File: config.mk
export PLATFORM = sky130hd
export DESIGN_NAME = udov_phase_store
export DESIGN_NICKNAME = d
export VERILOG_FILES = /design/src/rtl/core/udov_pkg.sv /design/src/rtl/core/udov_phase_store.sv
export SDC_FILE = /design/constraint.sdc
export NUM_CORES = 1
export LEC_CHECK = 0
export BUFFER_PORTS_ARGS = -buffer_cell sky130_fd_sc_hd__buf_2
export CORE_UTILIZATION = 29
export DETAILED_ROUTE_END_ITERATION = 6
export GPL_ROUTABILITY_DRIVEN = 0
export SLEW_MARGIN = 5
export SYNTH_ARGS = -nofsm -noshare
export SYNTH_HDL_FRONTEND = slang
export SYNTH_SLANG_ARGS = --single-unit
File: constraint.sdc
create_clock -name clk -period 8.7 [get_ports clk]
set_input_delay 2.175 -clock clk [delete_from_list [all_inputs] [get_ports clk]]
set_output_delay 2.175 -clock clk [all_outputs]
set_load 0.01 [all_outputs]
File: src/rtl/core/udov_pkg.sv
// Shared types and constants of the unison dual-oscillator voice core.
// Used by udov_phase_store and unison_dual_osc_voice_core; depends on nothing.
package udov_pkg;

  localparam int MAX_VOICES_DEF = 8;

  localparam int PHASE_W   = 24;  // Q0.24 phase
  localparam int STEP_W    = 25;  // voice step, saturates at 2^25-1
  localparam int VOICE_W   = 28;  // signed per-voice value
  localparam int OUT_W     = 19;  // Q3.16 signed output
  localparam int CFG_W     = 17;  // widest register
  localparam int CFG_IDX_W = 3;
  localparam int DM_W      = 29;  // fm_depth times the 0.05 scale

  localparam logic [11:0] FM_SCALE = 12'd3277;  // 0.05 in Q0.16
  localparam logic [16:0] BLEND_ONE = 17'd65536;
  localparam int OUT_MAX = 262143;
  localparam int OUT_MIN = -262144;

  // Register indexes of the configuration port
  localparam logic [CFG_IDX_W-1:0] REG_BLEND_ONE = 3'd0;
  localparam logic [CFG_IDX_W-1:0] REG_BLEND_TWO = 3'd1;
  localparam logic [CFG_IDX_W-1:0] REG_OSC_MODE  = 3'd2;
  localparam logic [CFG_IDX_W-1:0] REG_VOICES    = 3'd3;
  localparam logic [CFG_IDX_W-1:0] REG_DETUNE    = 3'd4;

  // Register reset values
  localparam logic [16:0] BLEND_ONE_RST = 17'd32768;
  localparam logic [16:0] BLEND_TWO_RST = 17'd0;
  localparam logic [3:0]  VOICES_RST    = 4'd1;
  localparam logic [16:0] DETUNE_RST    = 17'd65536;

  typedef enum logic [1:0] {
    MODE_SYNC = 2'd0,
    MODE_FM   = 2'd1,
    MODE_AM   = 2'd2,
    MODE_OFF  = 2'd3
  } mode_t;

  typedef enum logic [1:0] {
    ST_IDLE,
    ST_RUN,
    ST_DRAIN,
    ST_DONE
  } state_t;

endpackage

File: src/rtl/core/udov_phase_store.sv
// Phase memory of the voice core: both phases of every unison voice in one word.
// One write port, one registered read port; entries never written read as zero.
// Depends on udov_pkg.
module udov_phase_store #(
  parameter int DEPTH = udov_pkg::MAX_VOICES_DEF,
  parameter int AW    = 3
) (
  input  logic                         clk,
  input  logic                         rst_n,
  input  logic [AW-1:0]                rd_addr,
  output logic [udov_pkg::PHASE_W-1:0] rd_p1,
  output logic [udov_pkg::PHASE_W-1:0] rd_p2,
  input  logic                         wr_en,
  input  logic [AW-1:0]                wr_addr,
  input  logic [udov_pkg::PHASE_W-1:0] wr_p1,
  input  logic [udov_pkg::PHASE_W-1:0] wr_p2
);

  logic [2*udov_pkg::PHASE_W-1:0] mem_r [DEPTH];
  logic [DEPTH-1:0]               ok_r;
  logic [2*udov_pkg::PHASE_W-1:0] rd_word_r;
  logic                           rd_ok_r;

  always_ff @(posedge clk) begin
    if (wr_en) begin
      mem_r[wr_addr] <= {wr_p2, wr_p1};
    end
    rd_word_r <= mem_r[rd_addr];
  end

  // Valid bits stand in for the zero reset of the phases
  always_ff @(posedge clk) begin
    if (!rst_n) begin
      ok_r    <= '0;
      rd_ok_r <= 1'b0;
    end else begin
      if (wr_en) begin
        ok_r[wr_addr] <= 1'b1;
      end
      rd_ok_r <= ok_r[rd_addr];
    end
  end

  assign rd_p1 = rd_ok_r ? rd_word_r[udov_pkg::PHASE_W-1:0] : '0;
  assign rd_p2 = rd_ok_r ? rd_word_r[2*udov_pkg::PHASE_W-1:udov_pkg::PHASE_W] : '0;

endmodule
Yosys cells after proc, flatten, opt, wreduce, memory -nomap -nowiden:

Memory sizes are Yosys's and may differ from the RTL's. A register that Yosys moved wholly into a read port is not among the register bits.
Index checks and enable logic that the tools add are counted.

* $lt $le $gt $ge: 3
* reduce and logical (&&, ||, !) cells: 1
* muxes and demuxes: 8
* bitwise logic cells: 1

Operators with widths (number)
* 2-to-1 mux 24 bit: 2
* < comparator 3 x 4 -> 1 bit (second input constant): 2
* OR 8 bit: 1
* 2-to-1 mux 1 bit: 4
* binary-select mux 1 bit (select 3 bit): 1
* demux 1 bit (select 3 bit): 1
* greater-or-equal comparator 3 x 1 -> 1 bit (second input constant): 1
* logical AND 1 bit: 1

* bits in writable memories: 384
* memories: 1
* logic and storage cells: 16
* register bits: 9
* input port bits: 57
* output and inout bits: 48

Memories
* mem_r: words 8, bits a word 48, rd ports 1, clocked after memory_dff 1, write ports 1, line udov_phase_store.sv:19 `logic [2*udov_pkg::PHASE_W-1:0] mem_r [DEPTH];`

Depth between registers and ports, before layout:

Gate-level depths: netlist of run 1.

* depth after elaboration: 5
* depth in mapped cells: 6
* gate-level depth less buffers: 3

Worst setup path before layout of run 1:

OpenSTA, ideal clock, no wires.

* kind: input -> register
* start point: in wr_addr[2]
* end point: mem mem_r[0][0] in the netlist's numbering (enable)
* required time: 8184 ps
* setup time: 516 ps
* buffers on the path: 0
* setup slack: 2501 ps
* stages: 2
* arrival time: 5683 ps
* path through: nand2b_1 nor3_1

RTL lines
* from (decl): line udov_phase_store.sv:14 `input logic [AW-1:0] wr_addr,`
* to (decl): line udov_phase_store.sv:19

No word-level cell before the write port.

Final worst setup path of run 1:

* start point: reg rd_ok_r
* end point: out rd_p1[4] in the netlist's numbering

* cells in the longest elaborated chain, start to end: 1

RTL lines
* from (decl): line udov_phase_store.sv:22 `logic rd_ok_r;`
* from (signal assigned): line udov_phase_store.sv:40 `rd_ok_r <= ok_r[rd_addr];`
* 2-to-1 mux 24 bit: line udov_phase_store.sv:44 `assign rd_p1 = rd_ok_r ? rd_word_r[udov_pkg::PHASE_W-1:0] : '0;`
* to (decl): line udov_phase_store.sv:11 `output logic [udov_pkg::PHASE_W-1:0] rd_p1,`

Every way passes these cells.

==> impl_metrics.tcl, run 1 <==
set metrics [dict create \
    viasPerCell 4.50 \
    track_usage_pct 11.4 \
    clock-sinks 441 \
    fmax_ghz 0.239 \
    vdd_drop_max_mv 0.118 \
    drive_above_1_share_pct 39.4 \
    synth_ff_type "edfxtp_1" \
    synth_area_leaders "edfxtp_1 72%, mux4_2 14%, dfxtp_1 7.1%" \
    route.detailed.drc 0 \
    ys_seq_elements 441 \
    finalCritPeriodShare_pct 48.1 \
    leakage_nw 6.23 \
    final_area_sq_um 18900 \
    cts_tree "yes" \
    relSlewSlack_pct 33.9 \
    synthCells 695 \
    yosysSeqAreaShare_pct 79.0 \
    nets 878 \
    ant_nets 0 \
    ctsHoldBuffers 0 \
    synth_edf_count 384 \
    drt_iter0_drc 469 \
    gr-total-overflow 0 \
    cts.reportedPaths.clkPinSlew_ps 60 \
    dpl_cell_area_sq_um 17400 \
    areaGrowthSynthToFinish_pct 17.7 \
    fin_worst_skew_ps 11.8 \
    crit_path_top_delay_cell "dfxtp_2" \
    core_sq_um 54200 \
    pre_cts_ws_ps 3980 \
    root_buffer "clkbuf_16" \
    period_needed_ps 4190 \
    grt_pass1_vias 7683 \
    num_vias 6989 \
    post-cts-setup-buffer-count 0 \
    antenna_found_initial 9 \
    place_hpwl_um 16200 \
    worst_pin_slew_ps 992 \
    slew_violations 0 \
    rsz0062_at_grt "false" \
    avgRoutedWirePerCell_um 20.7 \
    crit_chain "and2_1, buf_2" \
    total_power_mw 4.54 \
    finalSetupTns_ps 0 \
    die_w_um 237 \
    cts_buffers 44 \
    critPathKind "reg -> out" \
    endpoint_kind "output port" \
    ctsResizeCount 0 \
    grt_max_degree 61 \
    final_util_pct 34.8 \
    synth_nets 752 \
    setup_ws_ps 4510 \
    io_buffers 104 \
    rows 85 \
    hp-class "reg -> reg" \
    synth_top_cell_by_area "edfxtp_1" \
    synth_warnings 0 \
    path_buf_inv 1 \
    status "finished clean" \
    ys_async_sr_fraction_pct 0 \
    clock_path_buffers 3 \
    ios 105 \
    setup_violations 0 \
    synth_top_cell_area_share_pct 71.9 \
    htree_levels 2 \
    grt_pass1_wl_um 47700 \
    die_h_um 237 \
    first_pass_iters 4 \
    p_per_area_nw_per_um2 240 \
    cp_top_family "flip-flops" \
    die_area_sq_um 56300 \
    cap_violations 0 \
    cp.arrival_ps 2010 \
    startpoint_type "register" \
    synth.avg_cell_area_sq_um 23.1 \
    hold_violations 0 \
    slowest_delay_ps 970 \
    synth.distinct_cells 20 \
    critical_path_required_ps 6530 \
    start_util_pct 29.6 \
    cp_max_fo 48 \
    worstSkewPairLatency_ps 540 \
    wl_um 32100 \
    synth_area_sq_um 16000 \
]
worst register-to-register path: stages, from the launching register on:
cell      delay (ps)
edfxtp_1         370
mux4_2           490
mux2_2           290
power by group:
part	internal (mW)	switching (mW)	leakage (nW)
logic	0.102	0.112	1.54
registers	2.39	0.0234	3.97
clock network	1.15	0.770	0.720
synth_stat cells (2+ instances only):
library cell	instances
edfxtp_1	384
mux4_2	97
dfxtp_1	57
mux2_2	49
and2_1	48
clkbuf_1	16
buf_2	14
o21a_1	8
nor2_1	7
nand2b_1	3
nand2_1	2
nor3_1	2
cell families (layout without fill, tap and decap cells):
family | Yosys count | in the layout | synth area share [%]
AOI/OAI and AO/OA | 10 | 10 | 0.476
buffers and inverters | 35 | 195 | 1.15
DFF | 441 | 441 | 79.0
muxes | 147 | 147 | 17.1
other | 0 | 1 | 0
and+or+nand+nor | 62 | 62 | 2.26
placed cells by master (no fill, tap or decap), drive strengths merged, types with 3 or more instances in the layout:
master	count
inv	3
edfxtp	384
clkinvlp	3
buf	114
dfxtp	57
clkinv	14
mux2	49
clkbuf	55
nand2b	3
bufinv	6
o21a	8
and2	48
nor2	7
mux4	97
sequential cells by signal, summed over array words and instances (netlist names):
signal     count
mem_r        384
rd_ok_r        1
rd_word_r     48
ok_r           8
metrics by stage:
stage | hold WS, ps | instances
final | 462 | 1552
after global routing | 476 | 1551
after CTS | 463 | 1551
after detailed placement | 448 | 1471
after global placement | 440 | 1471
after floorplan | 435 | 695
path summary, 6_finish.rpt:
check | from | end | slack [ps] | cells past startpoint
min reg2reg | ok_r[0] | ok_r[0] | 460 | 1
max reg2reg | mem_r[3][21] | rd_word_r[21] | 7420 | 2
min | ok_r[0] | ok_r[0] | 460 | 1
max | rd_ok_r | rd_p1[4] | 4510 | 2
metal layers:
metal	track usage, %	vias to the layer above	wire, um
li1	-	3099	-
met1	15.0	3679	14000
met2	19.1	144	15700
met3	2.83	55	1740
met4	2.83	12	579
met5	0	-	78
cell type report:
cell class              instances  area [sq um]
fillers                      5011         35400
flip-flops and latches        441         12700
multi-input cells             219          3240
clock buffers                  55          1180
well taps                     696           871
repair buffers                114           607
clock inverters                25           299
inverters                       1          3.75
diodes                          1          2.50
Power figures use the tool's default switching activity.
==> run 2, diff against run 1 <==
--- a/config.mk
+++ b/config.mk
@@ -5,6 +5,7 @@
 export SDC_FILE = /design/constraint.sdc
 export NUM_CORES = 1
 export LEC_CHECK = 0
+export ABC_AREA = 1
 export BUFFER_PORTS_ARGS = -buffer_cell sky130_fd_sc_hd__buf_2
 export CORE_UTILIZATION = 29
 export DETAILED_ROUTE_END_ITERATION = 6
==> constraint.sdc (replaced) <==
create_clock -name clk -period 4.34 [get_ports clk]
set_input_delay 1.085 -clock clk [delete_from_list [all_inputs] [get_ports clk]]
set_output_delay 1.085 -clock clk [all_outputs]
set_load 0.01 [all_outputs]
==> run 2 against run 1 <==
Clock skew decreased by 1.9 ps. Sequential cell count unchanged. Cell count increased by 54%. Global-route usage increased by 2.1 points. Clock power increased by 110%. Sequential power increased by 100%. Largest cell class unchanged.
==> impl_metrics.tcl, run 2 <==
set metrics [dict create \
    root_buffer "clkbuf_16" \
    synth_area_sq_um 17100 \
    finalSetupTns_ps 0 \
    synth_top_cell_by_area "edfxtp_1" \
    slowest_delay_ps 780 \
    post-cts-setup-buffer-count 0 \
    cts_buffers 44 \
    total_power_mw 9.44 \
    cts_tree "yes" \
    io_buffers 104 \
    gr-total-overflow 0 \
    ios 105 \
    synth_area_leaders "edfxtp_1 67%, nor2_1 8.6%, nand2_1 6.8%" \
    synth_compound_area_share_pct 5.83 \
    drive_above_1_share_pct 13.1 \
    synthAdderAreaFrac_pct 0 \
    final_cell_mix "391 x nor2_1, 384 x edfxtp_1, 308 x nand2_1" \
    synth_ff_type "edfxtp_1" \
    cp_top_family "flip-flops" \
    start_util_pct 29.5 \
    grt_pass1_vias 10600 \
    largest_reg_flops 384 \
    synth.distinct_cells 16 \
    relSlewSlack_pct 21.6 \
    cp_max_fo 27 \
    nets 1647 \
    synth_top_family_by_area "simple AND/OR/NAND/NOR gates" \
    synth_warnings 0 \
    regMostFlops "mem_r" \
    areaGrowthSynthToFinish_pct 16.4 \
    hold_depth 2 \
    clock-sinks 441 \
    ys_async_sr_fraction_pct 0 \
    leakage_nw 7.77 \
    drt_iter0_drc 834 \
    fill_cells 5686 \
    finalCritPeriodShare_pct 75.2 \
    die_h_um 245 \
    first_pass_iters 5 \
    largestRegisters "mem_r: 384 flops, rd_word_r: 48 flops, ok_r: 8 flops" \
    cts.reportedPaths.clkPinSlew_ps 60 \
    synth_edf_count 384 \
    synth_nets 1554 \
    layout_commonest_cell "nor2_1" \
    ctsHoldBuffers 0 \
    ant_nets 0 \
    htree_levels 2 \
    synth.most_common_cell "nor2_1" \
    route.detailed.drc 0 \
    clock_path_buffers 3 \
    crit_chain "buf_4, nand2_1, inv_1, buf_2" \
    fin_worst_skew_ps 9.88 \
    muxShareOfSynthArea_pct 0 \
    synth_xor_area_share_pct 0 \
    grt_max_degree 197 \
    status "finished clean" \
    num_vias 10600 \
    rows 88 \
    core_sq_um 58000 \
    hold_violations 0 \
    slew_violations 0 \
    critPathKind "reg -> out" \
    ys_seq_elements 441 \
    critical_path_required_ps 3250 \
    die_w_um 245 \
    cp.arrival_ps 2180 \
    period_needed_ps 3260 \
    synthCells 1497 \
    p_per_area_nw_per_um2 475 \
    die_area_sq_um 59900 \
    place_hpwl_um 22300 \
    synthSimpleGateAreaFrac_pct 15.5 \
    viasPerCell 4.43 \
    wl_um 40600 \
    vdd_drop_max_mv 0.257 \
    track_usage_pct 13.6 \
    hp-class "reg -> reg" \
    fmax_ghz 0.306 \
    worst_pin_slew_ps 1180 \
    crit_cells 4 \
    yosysSeqAreaShare_pct 74.1 \
    avgRoutedWirePerCell_um 17.0 \
    crit_path_top_delay_cell "dfxtp_2" \
    worstSkewPairLatency_ps 540 \
    setup_violations 0 \
    startpoint_type "register" \
    grt_pass1_wl_um 62600 \
    antenna_found_initial 8 \
    rsz0062_at_grt "false" \
    path_buf_inv 3 \
    synth.avg_cell_area_sq_um 11.4 \
    synth_top_cell_area_share_pct 67.4 \
    cap_violations 0 \
    netlist_top_cells_count "392 x nor2_1, 384 x edfxtp_1, 308 x nand2_1" \
    endpoint_kind "output port" \
    ctsResizeCount 0 \
    reg2reg_depth 6 \
]
run 2: final cells by class:
class / count / area [sq um] / area share, %
clock buffer: 58 / 1250 / 6.31
antenna: 3 / 7.51 / 0.0377
inverter: 72 / 287 / 1.44
sequential: 441 / 12700 / 63.7
timing repair buffer: 127 / 754 / 3.79
multi-input combinational: 904 / 3660 / 18.4
tap: 765 / 957 / 4.81
clock inverter: 21 / 309 / 1.55
run 2: layer usage:
metal / wire, um / global-route usage [%]
met3: 1980 / 2.34
met4: 807 / 3.51
met5: 34 / 0
met1: 18200 / 17.8
met2: 19600 / 23.1
run 2: path summary, 6_finish.rpt:
path               start      endpoint  slack [ps]
min              ok_r[3]       ok_r[3]         460
max              rd_ok_r      rd_p1[1]        1080
min reg2reg      ok_r[3]       ok_r[3]         460
max reg2reg  mem_r[6][9]  rd_word_r[9]        3330
run 2: metrics by stage:
step	instance area [sq um]	worst slack [ps]	util, %	cells	hold WS [ps]
finish	19900	1080	34.3	2391	460
global route	19900	890	34.3	2390	484
CTS	19900	965	34.3	2388	460
detailed placement	18300	1470	31.6	2309	452
global placement	18300	1480	31.6	2309	444
floorplan	17100	685	-	1497	435
run 2: power by group:
group,total [mW],leakage [nW],switching [mW],internal (mW)
clock network,4.06,0.782,1.55,2.51
logic,0.547,3.02,0.383,0.164
registers,4.83,3.97,0.0529,4.78
total,9.44,7.77,1.99,7.45
run 2: cell families after synthesis:
kind of cell	Yosys count
and+or+nand+nor	705
DFF	441
AOI/OAI and AO/OA	199
buffers and inverters	152
run 2: worst min-delay path: cells and delay by family (launching register included):
kind,cells,cell delay (ps)
buffers and inverters,1,60
AO/OA/AOI/OAI,1,60
flip-flops,1,300
==> run 3, diff against run 2 <==
==> constraint.sdc (replaced) <==
create_clock -name clk -period 3.1 [get_ports clk]
set_input_delay 0.775 -clock clk [delete_from_list [all_inputs] [get_ports clk]]
set_output_delay 0.775 -clock clk [all_outputs]
set_load 0.01 [all_outputs]
==> run 3 against run 2 <==
Count of clock-buffer cells in the layout up 11. Sequential share of layout area rose by 0.34 points. Final area fell by 0.53%. Clock skew is 4.1 ps higher.
==> impl_metrics.tcl, run 3 (synthesized netlist as in run 2, its figures left out) <==
set metrics [dict create \
    status "finished clean" \
    finalSetupTns_ps 0 \
    reg2reg_setup_slack_ps 2080 \
    clock_path_buffers 3 \
    fin_worst_skew_ps 13.9 \
    io_buffers 104 \
    startpoint_type "register" \
    fill_cells 5729 \
    dr_wl_met2_um 18900 \
    clock-sinks 441 \
    areaGrowthSynthToFinish_pct 15.8 \
    largest_reg_flops 384 \
    multi_input_area_sq_um 3660 \
    cap_violations 0 \
    m1WireLength_um 17100 \
    track_usage_pct 13.0 \
    p_per_area_nw_per_um2 638 \
    grt_max_degree 140 \
    die_w_um 245 \
    worstSkewPairLatency_ps 560 \
    grt_pass1_wl_um 60600 \
    drive_above_1_share_pct 12.4 \
    ctsResizeCount 0 \
    layout_commonest_cell "nor2_1" \
    topRoutingLayerUsed "met5" \
    wl_um 38800 \
    cts_buffers 45 \
    place_hpwl_um 22400 \
    ant_nets 0 \
    largestRegisters "mem_r: 384 flops, rd_word_r: 48 flops, ok_r: 8 flops" \
    cts.reportedPaths.clkPinSlew_ps 60 \
    crit_path_top_delay_cell "dfxtp_2" \
    rsz0062_at_grt "false" \
    drt_iter0_drc 768 \
    start_util_pct 29.5 \
    cts_tree "yes" \
    avgRoutedWirePerCell_um 16.2 \
    relSlewSlack_pct 23.7 \
    wl_met3_um 2120 \
    crit_chain "buf_12, nand2_1, inv_1, buf_2" \
    finalCritPeriodShare_pct 78.0 \
    endpoint_kind "output port" \
    slew_violations 0 \
    critPathKind "reg -> out" \
    ios 105 \
    regArea_sq_um 12700 \
    antenna_found_initial 4 \
    grt_pass1_vias 10700 \
    first_pass_iters 5 \
    num_vias 10600 \
    gr-total-overflow 0 \
    ctsHoldBuffers 0 \
    final_cell_mix "391 x nor2_1, 384 x edfxtp_1, 308 x nand2_1" \
    htree_levels 2 \
    setup_violations 0 \
    post-cts-setup-buffer-count 0 \
    cp.arrival_ps 1640 \
    slowest_delay_ps 540 \
    fin_cells 2394 \
    root_buffer "clkbuf_16" \
    die_area_sq_um 59900 \
    regMostFlops "mem_r" \
    critical_path_required_ps 2320 \
    vdd_drop_max_mv 0.360 \
    hp-class "in -> reg" \
    period_needed_ps 2420 \
    route.detailed.drc 0 \
    core_sq_um 58000 \
    leakage_nw 7.68 \
    hold_violations 0 \
    die_h_um 245 \
    fmax_ghz 0.414 \
    worst_pin_slew_ps 1140 \
    viasPerCell 4.44 \
    nets 1648 \
    rows 88 \
    cp_max_fo 36 \
    dp_cells 2309 \
]
==> run 3: cell count changes in the layout (fill, tap and decap cells not counted), moves of 3 or more <==
cell       delta
buf_4         -8
clkinv_2      -6
bufinv_16     -7
clkbuf_1     +14
buf_12        +7
clkbuf_8      -3
==> run 3: final cells by class <==
| cell class | instances | area share, % |
|---|---|---|
| diodes | 2 | 0.0253 |
| flip-flops and latches | 441 | 64.0 |
| multi-input cells | 904 | 18.5 |
| inverters | 72 | 1.45 |
| repair buffers | 127 | 4.24 |
| clock buffers | 69 | 6.40 |
| well taps | 765 | 4.84 |
| clock inverters | 14 | 0.550 |
==> run 3: metrics by stage <==
step	total power, mW	util [%]	instance area (sq um)	setup slack [ps]	hold WS (ps)
after floorplan	7.37	-	17100	551	435
after global placement	7.68	31.7	18400	619	448
after detailed placement	7.69	31.7	18400	618	452
after CTS	12.8	34.1	19800	568	423
after global routing	13.1	34.1	19800	525	450
final	12.6	34.1	19800	682	447
==> run 3: worst max-delay path, delay by kind of cell, from the launching register on <==
kind / cells / cell delay, ps
flops: 1 / 540
buf+inv: 3 / 440
simple gates: 1 / 90
==> run 3: path summary, 6_finish.rpt <==
path / from / to / cells after the start
worst max-delay path: rd_ok_r / rd_p2[22] / 4
worst min-delay path: rst_n / rd_ok_r / 3
worst max register to register: mem_r[0][9] / rd_word_r[9] / 6
worst min register to register: ok_r[2] / ok_r[2] / 2
==> run 3: layer usage <==
| layer | up-vias | track usage, % |
|---|---|---|
| met2 | 257 | 22.0 |
| met3 | 56 | 2.33 |
| met4 | 2 | 3.77 |
| met1 | 5140 | 16.9 |
| met5 | - | 0 |
| li1 | 5178 | - |
==> run 3: where the power goes <==
group / switching, mW / total, mW / internal [mW]
Combinational: 0.549 / 0.789 / 0.239
Clock: 2.18 / 5.08 / 2.90
Sequential: 0.0670 / 6.76 / 6.69
